[src/hdl/mtep_pkg.sv]
`default_nettype none

package mtep_pkg;

  localparam int CHANNEL_COUNT = 16;
  localparam int CHANNEL_BITS  = $clog2(CHANNEL_COUNT);

  localparam logic [7:0] META_STATUS  = 8'hFF;
  localparam logic [7:0] SYSEX_START  = 8'hF0;
  localparam logic [7:0] SYSEX_ESCAPE = 8'hF7;
  localparam logic [7:0] META_END     = 8'h2F;
  localparam logic [7:0] META_TEMPO   = 8'h51;

  localparam logic [3:0] HI_NOTE_OFF    = 4'h8;
  localparam logic [3:0] HI_NOTE_ON     = 4'h9;
  localparam logic [3:0] HI_POLY_PRESS  = 4'hA;
  localparam logic [3:0] HI_CONTROL     = 4'hB;
  localparam logic [3:0] HI_PROGRAM     = 4'hC;
  localparam logic [3:0] HI_CHAN_PRESS  = 4'hD;
  localparam logic [3:0] HI_PITCH_BEND  = 4'hE;
  localparam logic [3:0] HI_SYSTEM      = 4'hF;

  localparam logic [3:0] SYS_SONG_POS = 4'h2;
  localparam logic [3:0] SYS_SONG_SEL = 4'h3;

  typedef enum logic [2:0] {
    KIND_NOTE    = 3'd0,
    KIND_TEMPO   = 3'd1,
    KIND_PROGRAM = 3'd2,
    KIND_END     = 3'd3,
    KIND_CORRUPT = 3'd4
  } kind_t;

  typedef enum logic [10:0] {
    PH_DELTA      = 11'b000_0000_0001,
    PH_STATUS     = 11'b000_0000_0010,
    PH_NOTE_PITCH = 11'b000_0000_0100,
    PH_NOTE_VEL   = 11'b000_0000_1000,
    PH_PROG       = 11'b000_0001_0000,
    PH_SKIP       = 11'b000_0010_0000,
    PH_SYSEX_LEN  = 11'b000_0100_0000,
    PH_META_TYPE  = 11'b000_1000_0000,
    PH_META_LEN   = 11'b001_0000_0000,
    PH_TEMPO      = 11'b010_0000_0000,
    PH_HALT       = 11'b100_0000_0000
  } phase_t;

  typedef struct packed {
    kind_t       kind;
    logic [31:0] tick;
    logic [3:0]  channel;
    logic [7:0]  pitch;
    logic [7:0]  velocity;
    logic [23:0] tempo_us;
    logic [7:0]  program_res;
  } result_t;

endpackage

`default_nettype wire

[src/hdl/midi_track_event_parser.sv]
// Parser for the body of one track chunk of a standard MIDI file, one byte per
// transfer on the input channel; in_track_start marks the first byte of a track.
// Each accepted byte updates the parser state in the same cycle, so the block
// takes one byte in every clock cycle while in_stall is low. A byte that
// completes an event (note on, tempo, first program change of a channel, end
// of track or corrupt data) gives one result on the output channel, registered
// in the result register; other bytes give none. The result register is
// followed by one skid entry, so a stalled receiver does not hold up the input
// at once: when a result is held in the output register by out_stall and a
// second one is produced, the second goes to the skid entry and in_stall rises
// until the receiver takes a result. Stalled results are held unchanged. The
// output pair sustains one result per cycle while out_stall is low.
// Synchronous reset clears the parser state, tick and program flags, and
// discards any buffered results.
`default_nettype none

module midi_track_event_parser (
  input  wire         clk,
  input  wire         rst_n,
  input  wire         in_valid,
  output logic        in_stall,
  input  wire  [7:0]  in_data_byte,
  input  wire         in_track_start,
  output logic        out_valid,
  input  wire         out_stall,
  output logic [2:0]  out_event_kind,
  output logic [31:0] out_tick,
  output logic [3:0]  out_channel,
  output logic [7:0]  out_pitch,
  output logic [7:0]  out_velocity,
  output logic [23:0] out_tempo_us,
  output logic [7:0]  out_program_res
);

  logic              fire;
  logic              res_valid;
  logic              skid_full;
  mtep_pkg::result_t res;
  mtep_pkg::result_t out_res;

  assign in_stall = skid_full;
  assign fire     = in_valid & ~skid_full;

  mtep_core u_core (
    .clk         (clk),
    .rst_n       (rst_n),
    .fire        (fire),
    .data_byte   (in_data_byte),
    .track_start (in_track_start),
    .res_valid   (res_valid),
    .res         (res)
  );

  mtep_out_buf u_out_buf (
    .clk       (clk),
    .rst_n     (rst_n),
    .res_valid (res_valid),
    .res       (res),
    .out_stall (out_stall),
    .out_valid (out_valid),
    .out_res   (out_res),
    .skid_full (skid_full)
  );

  assign out_event_kind  = out_res.kind;
  assign out_tick        = out_res.tick;
  assign out_channel     = out_res.channel;
  assign out_pitch       = out_res.pitch;
  assign out_velocity    = out_res.velocity;
  assign out_tempo_us    = out_res.tempo_us;
  assign out_program_res = out_res.program_res;

endmodule

`default_nettype wire

[src/hdl/mtep_core.sv]
`default_nettype none

module mtep_core (
  input  wire                  clk,
  input  wire                  rst_n,
  input  wire                  fire,
  input  wire  [7:0]           data_byte,
  input  wire                  track_start,
  output logic                 res_valid,
  output mtep_pkg::result_t    res
);

  mtep_pkg::phase_t phase_r, phase_nxt, cur_phase;
  logic [7:0]  rs_r, rs_nxt, cur_rs;
  logic [31:0] tick_r, tick_nxt, cur_tick;
  logic [27:0] varlen_r, varlen_nxt, cur_varlen;
  logic [27:0] skip_r, skip_nxt, cur_skip;
  logic [7:0]  first_r, first_nxt, cur_first;
  logic [7:0]  meta_r, meta_nxt, cur_meta;
  logic [23:0] tacc_r, tacc_nxt, cur_tacc;
  logic [1:0]  tbytes_r, tbytes_nxt, cur_tbytes;
  logic [mtep_pkg::CHANNEL_COUNT-1:0] seen_r, seen_nxt, cur_seen;

  logic [27:0] acc_new;
  logic        vl_last;
  logic [27:0] skip_dec;
  logic [7:0]  msg_rs;
  logic        is_data;
  logic [1:0]  msg_n;
  logic [mtep_pkg::CHANNEL_BITS-1:0] prog_ch;
  logic [23:0] tacc_shift;

  assign cur_phase  = track_start ? mtep_pkg::PH_DELTA : phase_r;
  assign cur_rs     = track_start ? 8'd0 : rs_r;
  assign cur_tick   = track_start ? 32'd0 : tick_r;
  assign cur_varlen = track_start ? 28'd0 : varlen_r;
  assign cur_skip   = track_start ? 28'd0 : skip_r;
  assign cur_first  = track_start ? 8'd0 : first_r;
  assign cur_meta   = track_start ? 8'd0 : meta_r;
  assign cur_tacc   = track_start ? 24'd0 : tacc_r;
  assign cur_tbytes = track_start ? 2'd0 : tbytes_r;
  assign cur_seen   = track_start ? '0 : seen_r;

  assign acc_new    = {cur_varlen[20:0], data_byte[6:0]};
  assign vl_last    = ~data_byte[7];
  assign skip_dec   = cur_skip - 28'd1;
  assign is_data    = ~data_byte[7];
  assign msg_rs     = is_data ? cur_rs : data_byte;
  assign prog_ch    = cur_rs[mtep_pkg::CHANNEL_BITS-1:0];
  assign tacc_shift = {cur_tacc[15:0], data_byte};

  always_comb begin
    unique case (msg_rs[7:4])
      mtep_pkg::HI_CHAN_PRESS: msg_n = 2'd1;
      mtep_pkg::HI_SYSTEM: begin
        if (msg_rs[3:0] == mtep_pkg::SYS_SONG_POS) begin
          msg_n = 2'd2;
        end else if (msg_rs[3:0] == mtep_pkg::SYS_SONG_SEL) begin
          msg_n = 2'd1;
        end else begin
          msg_n = 2'd0;
        end
      end
      default: msg_n = 2'd2;
    endcase
  end

  always_comb begin
    phase_nxt  = cur_phase;
    rs_nxt     = cur_rs;
    tick_nxt   = cur_tick;
    varlen_nxt = cur_varlen;
    skip_nxt   = cur_skip;
    first_nxt  = cur_first;
    meta_nxt   = cur_meta;
    tacc_nxt   = cur_tacc;
    tbytes_nxt = cur_tbytes;
    seen_nxt   = cur_seen;
    res_valid  = 1'b0;
    res        = '0;
    res.tick   = cur_tick;

    unique case (cur_phase)
      mtep_pkg::PH_DELTA: begin
        if (vl_last) begin
          tick_nxt   = cur_tick + {4'd0, acc_new};
          varlen_nxt = '0;
          phase_nxt  = mtep_pkg::PH_STATUS;
        end else begin
          varlen_nxt = acc_new;
        end
      end
      mtep_pkg::PH_STATUS: begin
        if (data_byte == mtep_pkg::META_STATUS) begin
          rs_nxt    = '0;
          phase_nxt = mtep_pkg::PH_META_TYPE;
        end else if (data_byte == mtep_pkg::SYSEX_START ||
                     data_byte == mtep_pkg::SYSEX_ESCAPE) begin
          rs_nxt    = '0;
          phase_nxt = mtep_pkg::PH_SYSEX_LEN;
        end else begin
          if (!is_data) begin
            rs_nxt = data_byte;
          end
          unique case (msg_rs[7:4])
            mtep_pkg::HI_NOTE_ON: begin
              if (is_data) begin
                first_nxt = data_byte;
                phase_nxt = mtep_pkg::PH_NOTE_VEL;
              end else begin
                phase_nxt = mtep_pkg::PH_NOTE_PITCH;
              end
            end
            mtep_pkg::HI_PROGRAM: begin
              if (is_data) begin
                phase_nxt = mtep_pkg::PH_DELTA;
                if (!cur_seen[prog_ch]) begin
                  seen_nxt[prog_ch] = 1'b1;
                  res_valid         = 1'b1;
                  res.kind          = mtep_pkg::KIND_PROGRAM;
                  res.channel       = cur_rs[3:0];
                  res.program_res   = data_byte;
                end
              end else begin
                phase_nxt = mtep_pkg::PH_PROG;
              end
            end
            mtep_pkg::HI_NOTE_OFF, mtep_pkg::HI_POLY_PRESS, mtep_pkg::HI_CONTROL,
            mtep_pkg::HI_CHAN_PRESS, mtep_pkg::HI_PITCH_BEND,
            mtep_pkg::HI_SYSTEM: begin
              if (is_data) begin
                if (msg_n == 2'd0) begin
                  if (vl_last) begin
                    tick_nxt   = cur_tick + {4'd0, acc_new};
                    varlen_nxt = '0;
                    phase_nxt  = mtep_pkg::PH_STATUS;
                  end else begin
                    varlen_nxt = acc_new;
                    phase_nxt  = mtep_pkg::PH_DELTA;
                  end
                end else if (msg_n == 2'd1) begin
                  phase_nxt = mtep_pkg::PH_DELTA;
                end else begin
                  skip_nxt  = 28'd1;
                  phase_nxt = mtep_pkg::PH_SKIP;
                end
              end else if (msg_n == 2'd0) begin
                phase_nxt = mtep_pkg::PH_DELTA;
              end else begin
                skip_nxt  = {26'd0, msg_n};
                phase_nxt = mtep_pkg::PH_SKIP;
              end
            end
            default: begin
              phase_nxt = mtep_pkg::PH_HALT;
              res_valid = 1'b1;
              res.kind  = mtep_pkg::KIND_CORRUPT;
            end
          endcase
        end
      end
      mtep_pkg::PH_NOTE_PITCH: begin
        first_nxt = data_byte;
        phase_nxt = mtep_pkg::PH_NOTE_VEL;
      end
      mtep_pkg::PH_NOTE_VEL: begin
        phase_nxt    = mtep_pkg::PH_DELTA;
        res_valid    = 1'b1;
        res.kind     = mtep_pkg::KIND_NOTE;
        res.channel  = cur_rs[3:0];
        res.pitch    = cur_first;
        res.velocity = data_byte;
      end
      mtep_pkg::PH_PROG: begin
        phase_nxt = mtep_pkg::PH_DELTA;
        if (!cur_seen[prog_ch]) begin
          seen_nxt[prog_ch] = 1'b1;
          res_valid         = 1'b1;
          res.kind          = mtep_pkg::KIND_PROGRAM;
          res.channel       = cur_rs[3:0];
          res.program_res   = data_byte;
        end
      end
      mtep_pkg::PH_SKIP: begin
        skip_nxt = skip_dec;
        if (skip_dec == 28'd0) begin
          phase_nxt = mtep_pkg::PH_DELTA;
        end
      end
      mtep_pkg::PH_SYSEX_LEN: begin
        if (vl_last) begin
          varlen_nxt = '0;
          if (acc_new == 28'd0) begin
            phase_nxt = mtep_pkg::PH_DELTA;
          end else begin
            skip_nxt  = acc_new;
            phase_nxt = mtep_pkg::PH_SKIP;
          end
        end else begin
          varlen_nxt = acc_new;
        end
      end
      mtep_pkg::PH_META_TYPE: begin
        meta_nxt  = data_byte;
        phase_nxt = mtep_pkg::PH_META_LEN;
      end
      mtep_pkg::PH_META_LEN: begin
        if (vl_last) begin
          varlen_nxt = '0;
          if (cur_meta == mtep_pkg::META_END) begin
            phase_nxt = mtep_pkg::PH_HALT;
            res_valid = 1'b1;
            res.kind  = mtep_pkg::KIND_END;
          end else if (cur_meta == mtep_pkg::META_TEMPO) begin
            tacc_nxt   = '0;
            tbytes_nxt = '0;
            if (acc_new == 28'd0) begin
              phase_nxt = mtep_pkg::PH_DELTA;
              res_valid = 1'b1;
              res.kind  = mtep_pkg::KIND_TEMPO;
            end else begin
              skip_nxt  = acc_new;
              phase_nxt = mtep_pkg::PH_TEMPO;
            end
          end else if (acc_new == 28'd0) begin
            phase_nxt = mtep_pkg::PH_DELTA;
          end else begin
            skip_nxt  = acc_new;
            phase_nxt = mtep_pkg::PH_SKIP;
          end
        end else begin
          varlen_nxt = acc_new;
        end
      end
      mtep_pkg::PH_TEMPO: begin
        if (cur_tbytes != 2'd3) begin
          tacc_nxt   = tacc_shift;
          tbytes_nxt = cur_tbytes + 2'd1;
        end
        skip_nxt = skip_dec;
        if (skip_dec == 28'd0) begin
          phase_nxt    = mtep_pkg::PH_DELTA;
          res_valid    = 1'b1;
          res.kind     = mtep_pkg::KIND_TEMPO;
          res.tempo_us = (cur_tbytes != 2'd3) ? tacc_shift : cur_tacc;
        end
      end
      mtep_pkg::PH_HALT: begin
      end
      default: begin
      end
    endcase

    if (!fire) begin
      res_valid = 1'b0;
    end
  end

  always_ff @(posedge clk) begin
    if (!rst_n) begin
      phase_r  <= mtep_pkg::PH_DELTA;
      rs_r     <= '0;
      tick_r   <= '0;
      varlen_r <= '0;
      skip_r   <= '0;
      first_r  <= '0;
      meta_r   <= '0;
      tacc_r   <= '0;
      tbytes_r <= '0;
      seen_r   <= '0;
    end else if (fire) begin
      phase_r  <= phase_nxt;
      rs_r     <= rs_nxt;
      tick_r   <= tick_nxt;
      varlen_r <= varlen_nxt;
      skip_r   <= skip_nxt;
      first_r  <= first_nxt;
      meta_r   <= meta_nxt;
      tacc_r   <= tacc_nxt;
      tbytes_r <= tbytes_nxt;
      seen_r   <= seen_nxt;
    end
  end

endmodule

`default_nettype wire

[src/hdl/mtep_out_buf.sv]
`default_nettype none

module mtep_out_buf (
  input  wire                      clk,
  input  wire                      rst_n,
  input  wire                      res_valid,
  input  wire  mtep_pkg::result_t  res,
  input  wire                      out_stall,
  output logic                     out_valid,
  output mtep_pkg::result_t        out_res,
  output logic                     skid_full
);

  logic              out_valid_r, out_valid_nxt;
  logic              skid_valid_r, skid_valid_nxt;
  mtep_pkg::result_t out_r, out_nxt;
  mtep_pkg::result_t skid_r, skid_nxt;
  logic              out_free;

  assign out_free = ~out_valid_r | ~out_stall;

  always_comb begin
    out_valid_nxt  = out_valid_r;
    skid_valid_nxt = skid_valid_r;
    out_nxt        = out_r;
    skid_nxt       = skid_r;
    if (out_free) begin
      if (skid_valid_r) begin
        out_nxt        = skid_r;
        out_valid_nxt  = 1'b1;
        skid_valid_nxt = 1'b0;
      end else begin
        out_nxt       = res;
        out_valid_nxt = res_valid;
      end
    end else if (res_valid) begin
      skid_nxt       = res;
      skid_valid_nxt = 1'b1;
    end
  end

  always_ff @(posedge clk) begin
    if (!rst_n) begin
      out_valid_r  <= 1'b0;
      skid_valid_r <= 1'b0;
    end else begin
      out_valid_r  <= out_valid_nxt;
      skid_valid_r <= skid_valid_nxt;
    end
  end

  always_ff @(posedge clk) begin
    out_r  <= out_nxt;
    skid_r <= skid_nxt;
  end

  assign out_valid = out_valid_r;
  assign out_res   = out_r;
  assign skid_full = skid_valid_r;

endmodule

`default_nettype wire
[config.mk]
export PLATFORM = sky130hd
export DESIGN_NAME = midi_track_event_parser
export DESIGN_NICKNAME = d
export VERILOG_FILES = /design/src/hdl/mtep_pkg.sv /design/src/hdl/midi_track_event_parser.sv /design/src/hdl/mtep_core.sv /design/src/hdl/mtep_out_buf.sv
export SDC_FILE = /design/constraint.sdc
export NUM_CORES = 1
export LEC_CHECK = 0
export BUFFER_PORTS_ARGS = -buffer_cell sky130_fd_sc_hd__buf_2
export CAP_MARGIN = 20
export CORE_ASPECT_RATIO = 1.1
export CORE_MARGIN = 2
export CORE_UTILIZATION = 25
export DETAILED_ROUTE_END_ITERATION = 16
export HOLD_SLACK_MARGIN = 0.06
export PLACE_DENSITY = 0.51
export SETUP_SLACK_MARGIN = 0.1
export SYNTH_ARGS = -nofsm -noshare
export SYNTH_HDL_FRONTEND = slang
export SYNTH_SLANG_ARGS = --single-unit
[constraint.sdc]
create_clock -name clk -period 13.1 [get_ports clk]
set_input_delay 1.965 -clock clk [delete_from_list [all_inputs] [get_ports clk]]
set_output_delay 1.965 -clock clk [all_outputs]
set_load 0.02 [all_outputs]
==> impl_metrics.py, run 1 <==
metrics = {
    "detailed_routing": {
        "firstDrtPassIters": 6,
        "avgViaCountPerCell": 5.19,
        "dr.max_layer_used": "met5",
        "m1WireLength_um": 22700,
        "drcViolationCount": 0,
        "wl_met2_um": 23200,
        "wl_met3_um": 2800,
        "wl_per_cell_um": 19.3,
        "routed_wirelength_um": 50300,
        "ant_nets": 0,
        "first_iter_violations": 1043,
        "vias": 13500,
    },
    "synthesis": {
        "ys_ff_latch": 334,
        "synth_edf_count": 174,
        "yosysWarnings": 0,
        "synthArstFlopShare": 0,
        "syn_area_per_cell_um2": 10.1,
        "synthFlopType": "edfxtp_1",
        "synth_nets": 1715,
        "synth.distinct_cells": 83,
        "synth_cells": 1673,
        "synth_area_um2": 16800,
        "synth_seq_area_share": 0.500,
    },
    "global_routing": {
        "overflow": 0,
        "grt_usage": 0.140,
        "grt_max_degree": 67,
        "antenna_found_initial": 1,
        "grt_pass1_vias": 13100,
        "grt_pass1_wl_um": 77700,
    },
    "cts": {
        "cts_buffers": 39,
        "cts_resized": 0,
        "clkLatencyLatePin_ns": 0.55,
        "postCtsSetupBuffers": 0,
        "cts_sinks": 334,
        "cts_tree": "done",
        "cts.clk_slew.worst_paths_ns": 0.06,
        "cts_hold_buf": 0,
        "h-tree-depth": 2,
        "ctsLongestPathBuffers": 3,
        "root_buffer": "clkbuf_16",
    },
    "placed_design": {
        "placed_area_um2": 18100,
        "io_buffer_count": 101,
        "pre_cts_ws_ns": 5.89,
        "dp.cells": 2537,
        "routabilityCongestion": 0.867,
        "dp_hpwl_um": 33200,
    },
    "setup_path": {
        "path_cells": "buf_4, buf_4, inv_2, a2111oi_0, xnor2_1, a31o_1, and4_1, a32oi_1, a311oi_4, buf_4, buf_4",
        "cp_slowest_cell": "a2111oi_0",
        "crit_required_ns": 13.26,
        "setup.worst_path.end_class": "flop",
        "slowest_delay_ns": 0.80,
        "cp_max_fo": 66,
        "path_buf_inv": 5,
        "cp.arrival_ns": 6.85,
        "crit_family": "buffers and inverters",
        "ff2ff_setup_slack_ns": 7.86,
        "startpoint_type": "input port",
        "timing.rr.end": "u_out_buf.skid_r[28]",
        "criticalPathCategory": "in -> reg",
        "cpMostUsedCell": "buf_4",
        "rr_startpoint": "u_core.phase_r[5]",
        "r2r_cells": 9,
    },
    "sta": {
        "setup_ws_ns": 6.41,
        "finalCriticalPeriod_ns": 6.69,
        "holdWs_ns": 0.475,
        "hold_viol_final": 0,
        "relSlewSlack": 0.312,
        "period_share": 0.511,
        "drv_slew": 0,
        "max_freq_ghz": 0.149,
        "fin_tns_setup_ns": 0,
        "skew_ns": 0.0152,
        "grt_setup_unrepaired": "false",
        "worst_pin_slew_ns": 1.03,
        "setup_viol": 0,
    },
    "cells_and_area": {
        "design_area_um2": 19400,
        "instances_no_fill": 2608,
        "areaGrowthSynthToFinish_pct": 15.4,
        "num_antenna_cells": 0,
        "utilization": 0.292,
        "fin_nets": 1764,
        "drive_gt1_frac": 0.166,
    },
    "pwr": {
        "p_comb_frac": 0.054,
        "clock_power_share": 0.471,
        "p_int_mw": 1.77,
        "p_seq_frac": 0.476,
        "p_sw_mw": 0.540,
        "switching_share": 0.233,
        "peakVddDrop_mv": 0.0703,
        "total_power_mw": 2.31,
        "leakagePower_nw": 7.40,
        "powerDensity_nw_per_um2": 119,
    },
    "die": {
        "initial_core_util": 0.253,
        "die_h_um": 276,
        "dieWidth_um": 251,
        "core_area_um2": 66500,
        "fp-row-count": 99,
        "die-area_um2": 69500,
        "io_pins": 102,
    },
    "min_path": {
        "hold_path_end": "u_core.tick_r[22]",
        "min_path_type": "reg -> reg",
        "hold_path_depth": 1,
        "hp-start": "u_core.tick_r[22]",
    },
    "job": {
        "drv_cap": 0,
    },
    "run_status": {
        "status": "finished, final reports clean",
    },
}
==> area by class of cell <==
| cell class | count | area, µm² |
|---|---|---|
| Fill cell | 6850 | 47100 |
| Multi-Input combinational cell | 1197 | 7870 |
| Sequential cell | 334 | 8430 |
| Clock buffer | 48 | 1040 |
| Clock inverter | 21 | 218 |
| Timing Repair Buffer | 124 | 701 |
| Tap cell | 858 | 1070 |
| Inverter | 26 | 98.8 |
==> sequential cells by signal, summed over array words and instances (netlist names), 11 cells and up <==
name and cells:
u_out_buf.out_res 87, u_out_buf.skid_r 87, u_core.tick_r 32, u_core.skip_r 28
u_core.tacc_r 24, u_core.varlen_r 21, u_core.seen_r 16, u_core.phase_r 11
==> cell usage after synthesis, drive strengths merged, types with 21 or more instances <==
library cell  instances  area [µm²]
nor2                204         776
edfxtp              174        5230
dfxtp               160        3200
a22oi               118         886
nand2               105         394
clkbuf              104         392
a21oi                89         445
o21ai                65         325
nor2b                57         357
mux2                 56         631
nor3                 37         185
nand3                35         180
o31ai                31         333
ha                   28         350
inv                  26        97.6
nor3b                26         195
a21o                 24         180
nor4                 23         178
and2                 22         138
and3                 21         131
==> power by group through the flow <==
stage	Sequential (mW)	Clock, mW	Combinational [mW]
final	1.10	1.09	0.124
after global routing	1.10	1.16	0.134
after CTS	1.10	1.12	0.122
after detailed placement	1.12	0	0.121
after global placement	1.12	0	0.120
after floorplan	1.12	0	0.0825
==> per-layer routing <==
layer  track usage  vias up
met5             0        -
met4        0.0513        2
met3        0.0228       90
li1              -     6400
met2         0.227      424
met1         0.188     6616
==> placed cells by master, fill, tap and decap left out, types with 55 or more instances in the layout <==
master,n
o21ai_0,55
mux2_2,56
nor2_1,202
buf_2,100
nor2b_1,56
a21oi_1,89
edfxtp_1,174
dfxtp_1,159
a22oi_1,118
nand2_1,104
==> how the worst max path moves through the flow <==
stage                        start              endpoint  slack [ns]  depth (start not counted)
floorplan           in_track_start   u_out_buf.skid_r[0]        1.50                          9
global placement    in_track_start  u_out_buf.skid_r[28]        6.02                         11
detailed placement  in_track_start  u_out_buf.skid_r[28]        5.89                         11
CTS                 in_track_start  u_out_buf.skid_r[25]        6.48                         11
global route        in_track_start  u_out_buf.skid_r[25]        6.19                         11
finish              in_track_start  u_out_buf.skid_r[28]        6.41                         11
==> cells by family after synthesis <==
group	after synthesis	synth area share
flip-flops	334	0.500
AO/OA/AOI/OAI	458	0.193
adder cells (fa/ha/maj)	29	0.0220
multiplexers	70	0.0487
buffers and inverters	142	0.0342
AND/OR/NAND/NOR	611	0.187
XOR/XNOR	29	0.0151
Power figures use the tool's default switching activity.
==> run 2: changes to the inputs <==
==> constraint.sdc (replaced) <==
create_clock -name clk -period 6.5 [get_ports clk]
set_input_delay 0.975 -clock clk [delete_from_list [all_inputs] [get_ports clk]]
set_output_delay 0.975 -clock clk [all_outputs]
set_load 0.02 [all_outputs]
==> run 2 against run 1 <==
Total power grew 100%. Routed wire length shrank 1.4%. Worst hold slack lost 0.0071 ns. Final cell count grew 0.12%. Global-route usage shrank 0.14 points. First-iteration DRC count grew 6.3%. Flip-flop and latch count is the same. Utilization grew 0.079 points. Highest routed layer unchanged.
==> impl_metrics.py, run 2 (synthesis gave the netlist of run 1 again) <==
metrics = {
    "setup_path": {
        "cp_max_fo": 87,
        "criticalPathCategory": "in -> reg",
        "startpoint_type": "input port",
        "crit_required_ns": 6.68,
        "cp.arrival_ns": 4.43,
        "setup.worst_path.end_class": "flop",
    },
    "global_routing": {
        "grt_usage": 0.139,
        "overflow": 0,
        "antenna_found_initial": 3,
        "grt_max_degree": 88,
        "grt_pass1_wl_um": 76700,
        "grt_pass1_vias": 12900,
    },
    "detailed_routing": {
        "routed_wirelength_um": 49600,
        "drcViolationCount": 0,
        "avgViaCountPerCell": 5.13,
        "vias": 13400,
        "wl_per_cell_um": 19.0,
        "firstDrtPassIters": 7,
        "ant_nets": 0,
        "first_iter_violations": 1109,
    },
    "die": {
        "dieWidth_um": 251,
        "fp-row-count": 99,
        "initial_core_util": 0.253,
        "core_area_um2": 66500,
        "die_h_um": 276,
        "io_pins": 102,
        "die-area_um2": 69500,
    },
    "cells_and_area": {
        "layout_common_cells": "201 x nor2_1, 174 x edfxtp_1, 159 x dfxtp_1",
        "fin_nets": 1763,
        "drive_gt1_frac": 0.170,
        "mostFrequentLayoutCell": "nor2_1",
        "areaGrowthSynthToFinish_pct": 15.7,
        "utilization": 0.293,
        "fill_cells": 6860,
        "instances_no_fill": 2611,
    },
    "sta": {
        "max_freq_ghz": 0.236,
        "hold_viol_final": 0,
        "worst_pin_slew_ns": 1.03,
        "drv_slew": 0,
        "period_share": 0.653,
        "holdWs_ns": 0.468,
        "finalCriticalPeriod_ns": 4.24,
        "setup_viol": 0,
        "grt_setup_unrepaired": "false",
        "setup_ws_ns": 2.26,
        "skew_ns": 0.0239,
        "relSlewSlack": 0.307,
    },
    "cts": {
        "cts_sinks": 334,
        "ctsLongestPathBuffers": 3,
        "h-tree-depth": 2,
        "cts_hold_buf": 0,
        "clkLatencyLatePin_ns": 0.56,
        "cts_buffers": 40,
        "cts_tree": "done",
        "cts.clk_slew.worst_paths_ns": 0.06,
        "root_buffer": "clkbuf_16",
        "postCtsSetupBuffers": 0,
        "cts_resized": 0,
    },
    "run_status": {
        "status": "finished, final reports clean",
    },
    "pwr": {
        "peakVddDrop_mv": 0.158,
        "leakagePower_nw": 7.43,
        "powerDensity_nw_per_um2": 239,
    },
    "min_path": {
        "min_path_type": "reg -> reg",
    },
    "placed_design": {
        "dp_hpwl_um": 32600,
        "dp.cells": 2537,
        "pre_cts_ws_ns": 1.71,
        "io_buffer_count": 101,
        "routabilityCongestion": 0.886,
    },
    "job": {
        "drv_cap": 0,
    },
}
## run 2: cell types whose count changed in the layout (fill, tap and decap cells not counted), moves of 2 or more
| cell | change |
|---|---|
| buf_12 | +2 |
| clkinv_2 | +3 |
| clkbuf_16 | +2 |
| bufinv_16 | -2 |
| buf_4 | -3 |
| clkinv_1 | -2 |
| clkbuf_1 | +3 |
## run 2: final cells by class
cell class                 instances  area, µm²  area share
sequential                       334       8430       0.433
multi-input combinational       1197       7920       0.406
clock buffer                      53       1090      0.0562
tap                              858       1070      0.0551
timing repair buffer             122        691      0.0355
clock inverter                    20        175     0.00899
inverter                          26       98.8     0.00507
antenna                            1       2.50    0.000128
## run 2: power breakdown
part	switching, mW	leakage [nW]	internal (mW)
sequential	0.00896	3.21	2.21
clock	0.915	0.631	1.27
combinational	0.183	3.59	0.0677
total	1.11	7.43	3.55
## run 2: worst max-delay path, stage by stage
cell	delay [ns]
buf_4	0.62
or3b_1	0.26
nand2_1	0.15
or4_1	0.53
o21bai_1	0.63
and2_1	0.25
nor2_1	0.13
a311oi_4	0.32
buf_12	0.42
## run 2: routing by layer
metal	up-vias	part of all wire	track usage
met3	83	0.052	0.0243
met4	4	0.030	0.0476
li1	6403	-	-
met1	6516	0.46	0.185
met2	382	0.46	0.226
met5	-	0.00028	0
## run 2: through the flow
stage / total power, mW / TNS (ns) / cell area (µm²)
3_5_place_dp: 2.51 / 0 / 18200
6_report: 4.66 / 0 / 19500
2_1_floorplan: 2.43 / -272.78 / 16900
3_3_place_gp: 2.51 / 0 / 18200
5_1_grt: 4.82 / 0 / 19500
4_1_cts: 4.72 / 0 / 19500
## run 2: path summary, 6_finish.rpt
| kind | start | endpoint | slack (ns) | depth (start not counted) |
|---|---|---|---|---|
| max | in_track_start | u_out_buf.skid_r[60] | 2.26 | 9 |
| min | u_core.tick_r[24] | u_core.tick_r[24] | 0.47 | 1 |
| max reg2reg | u_core.phase_r[8] | u_out_buf.skid_r[60] | 2.33 | 8 |
| min reg2reg | u_core.tick_r[24] | u_core.tick_r[24] | 0.47 | 1 |
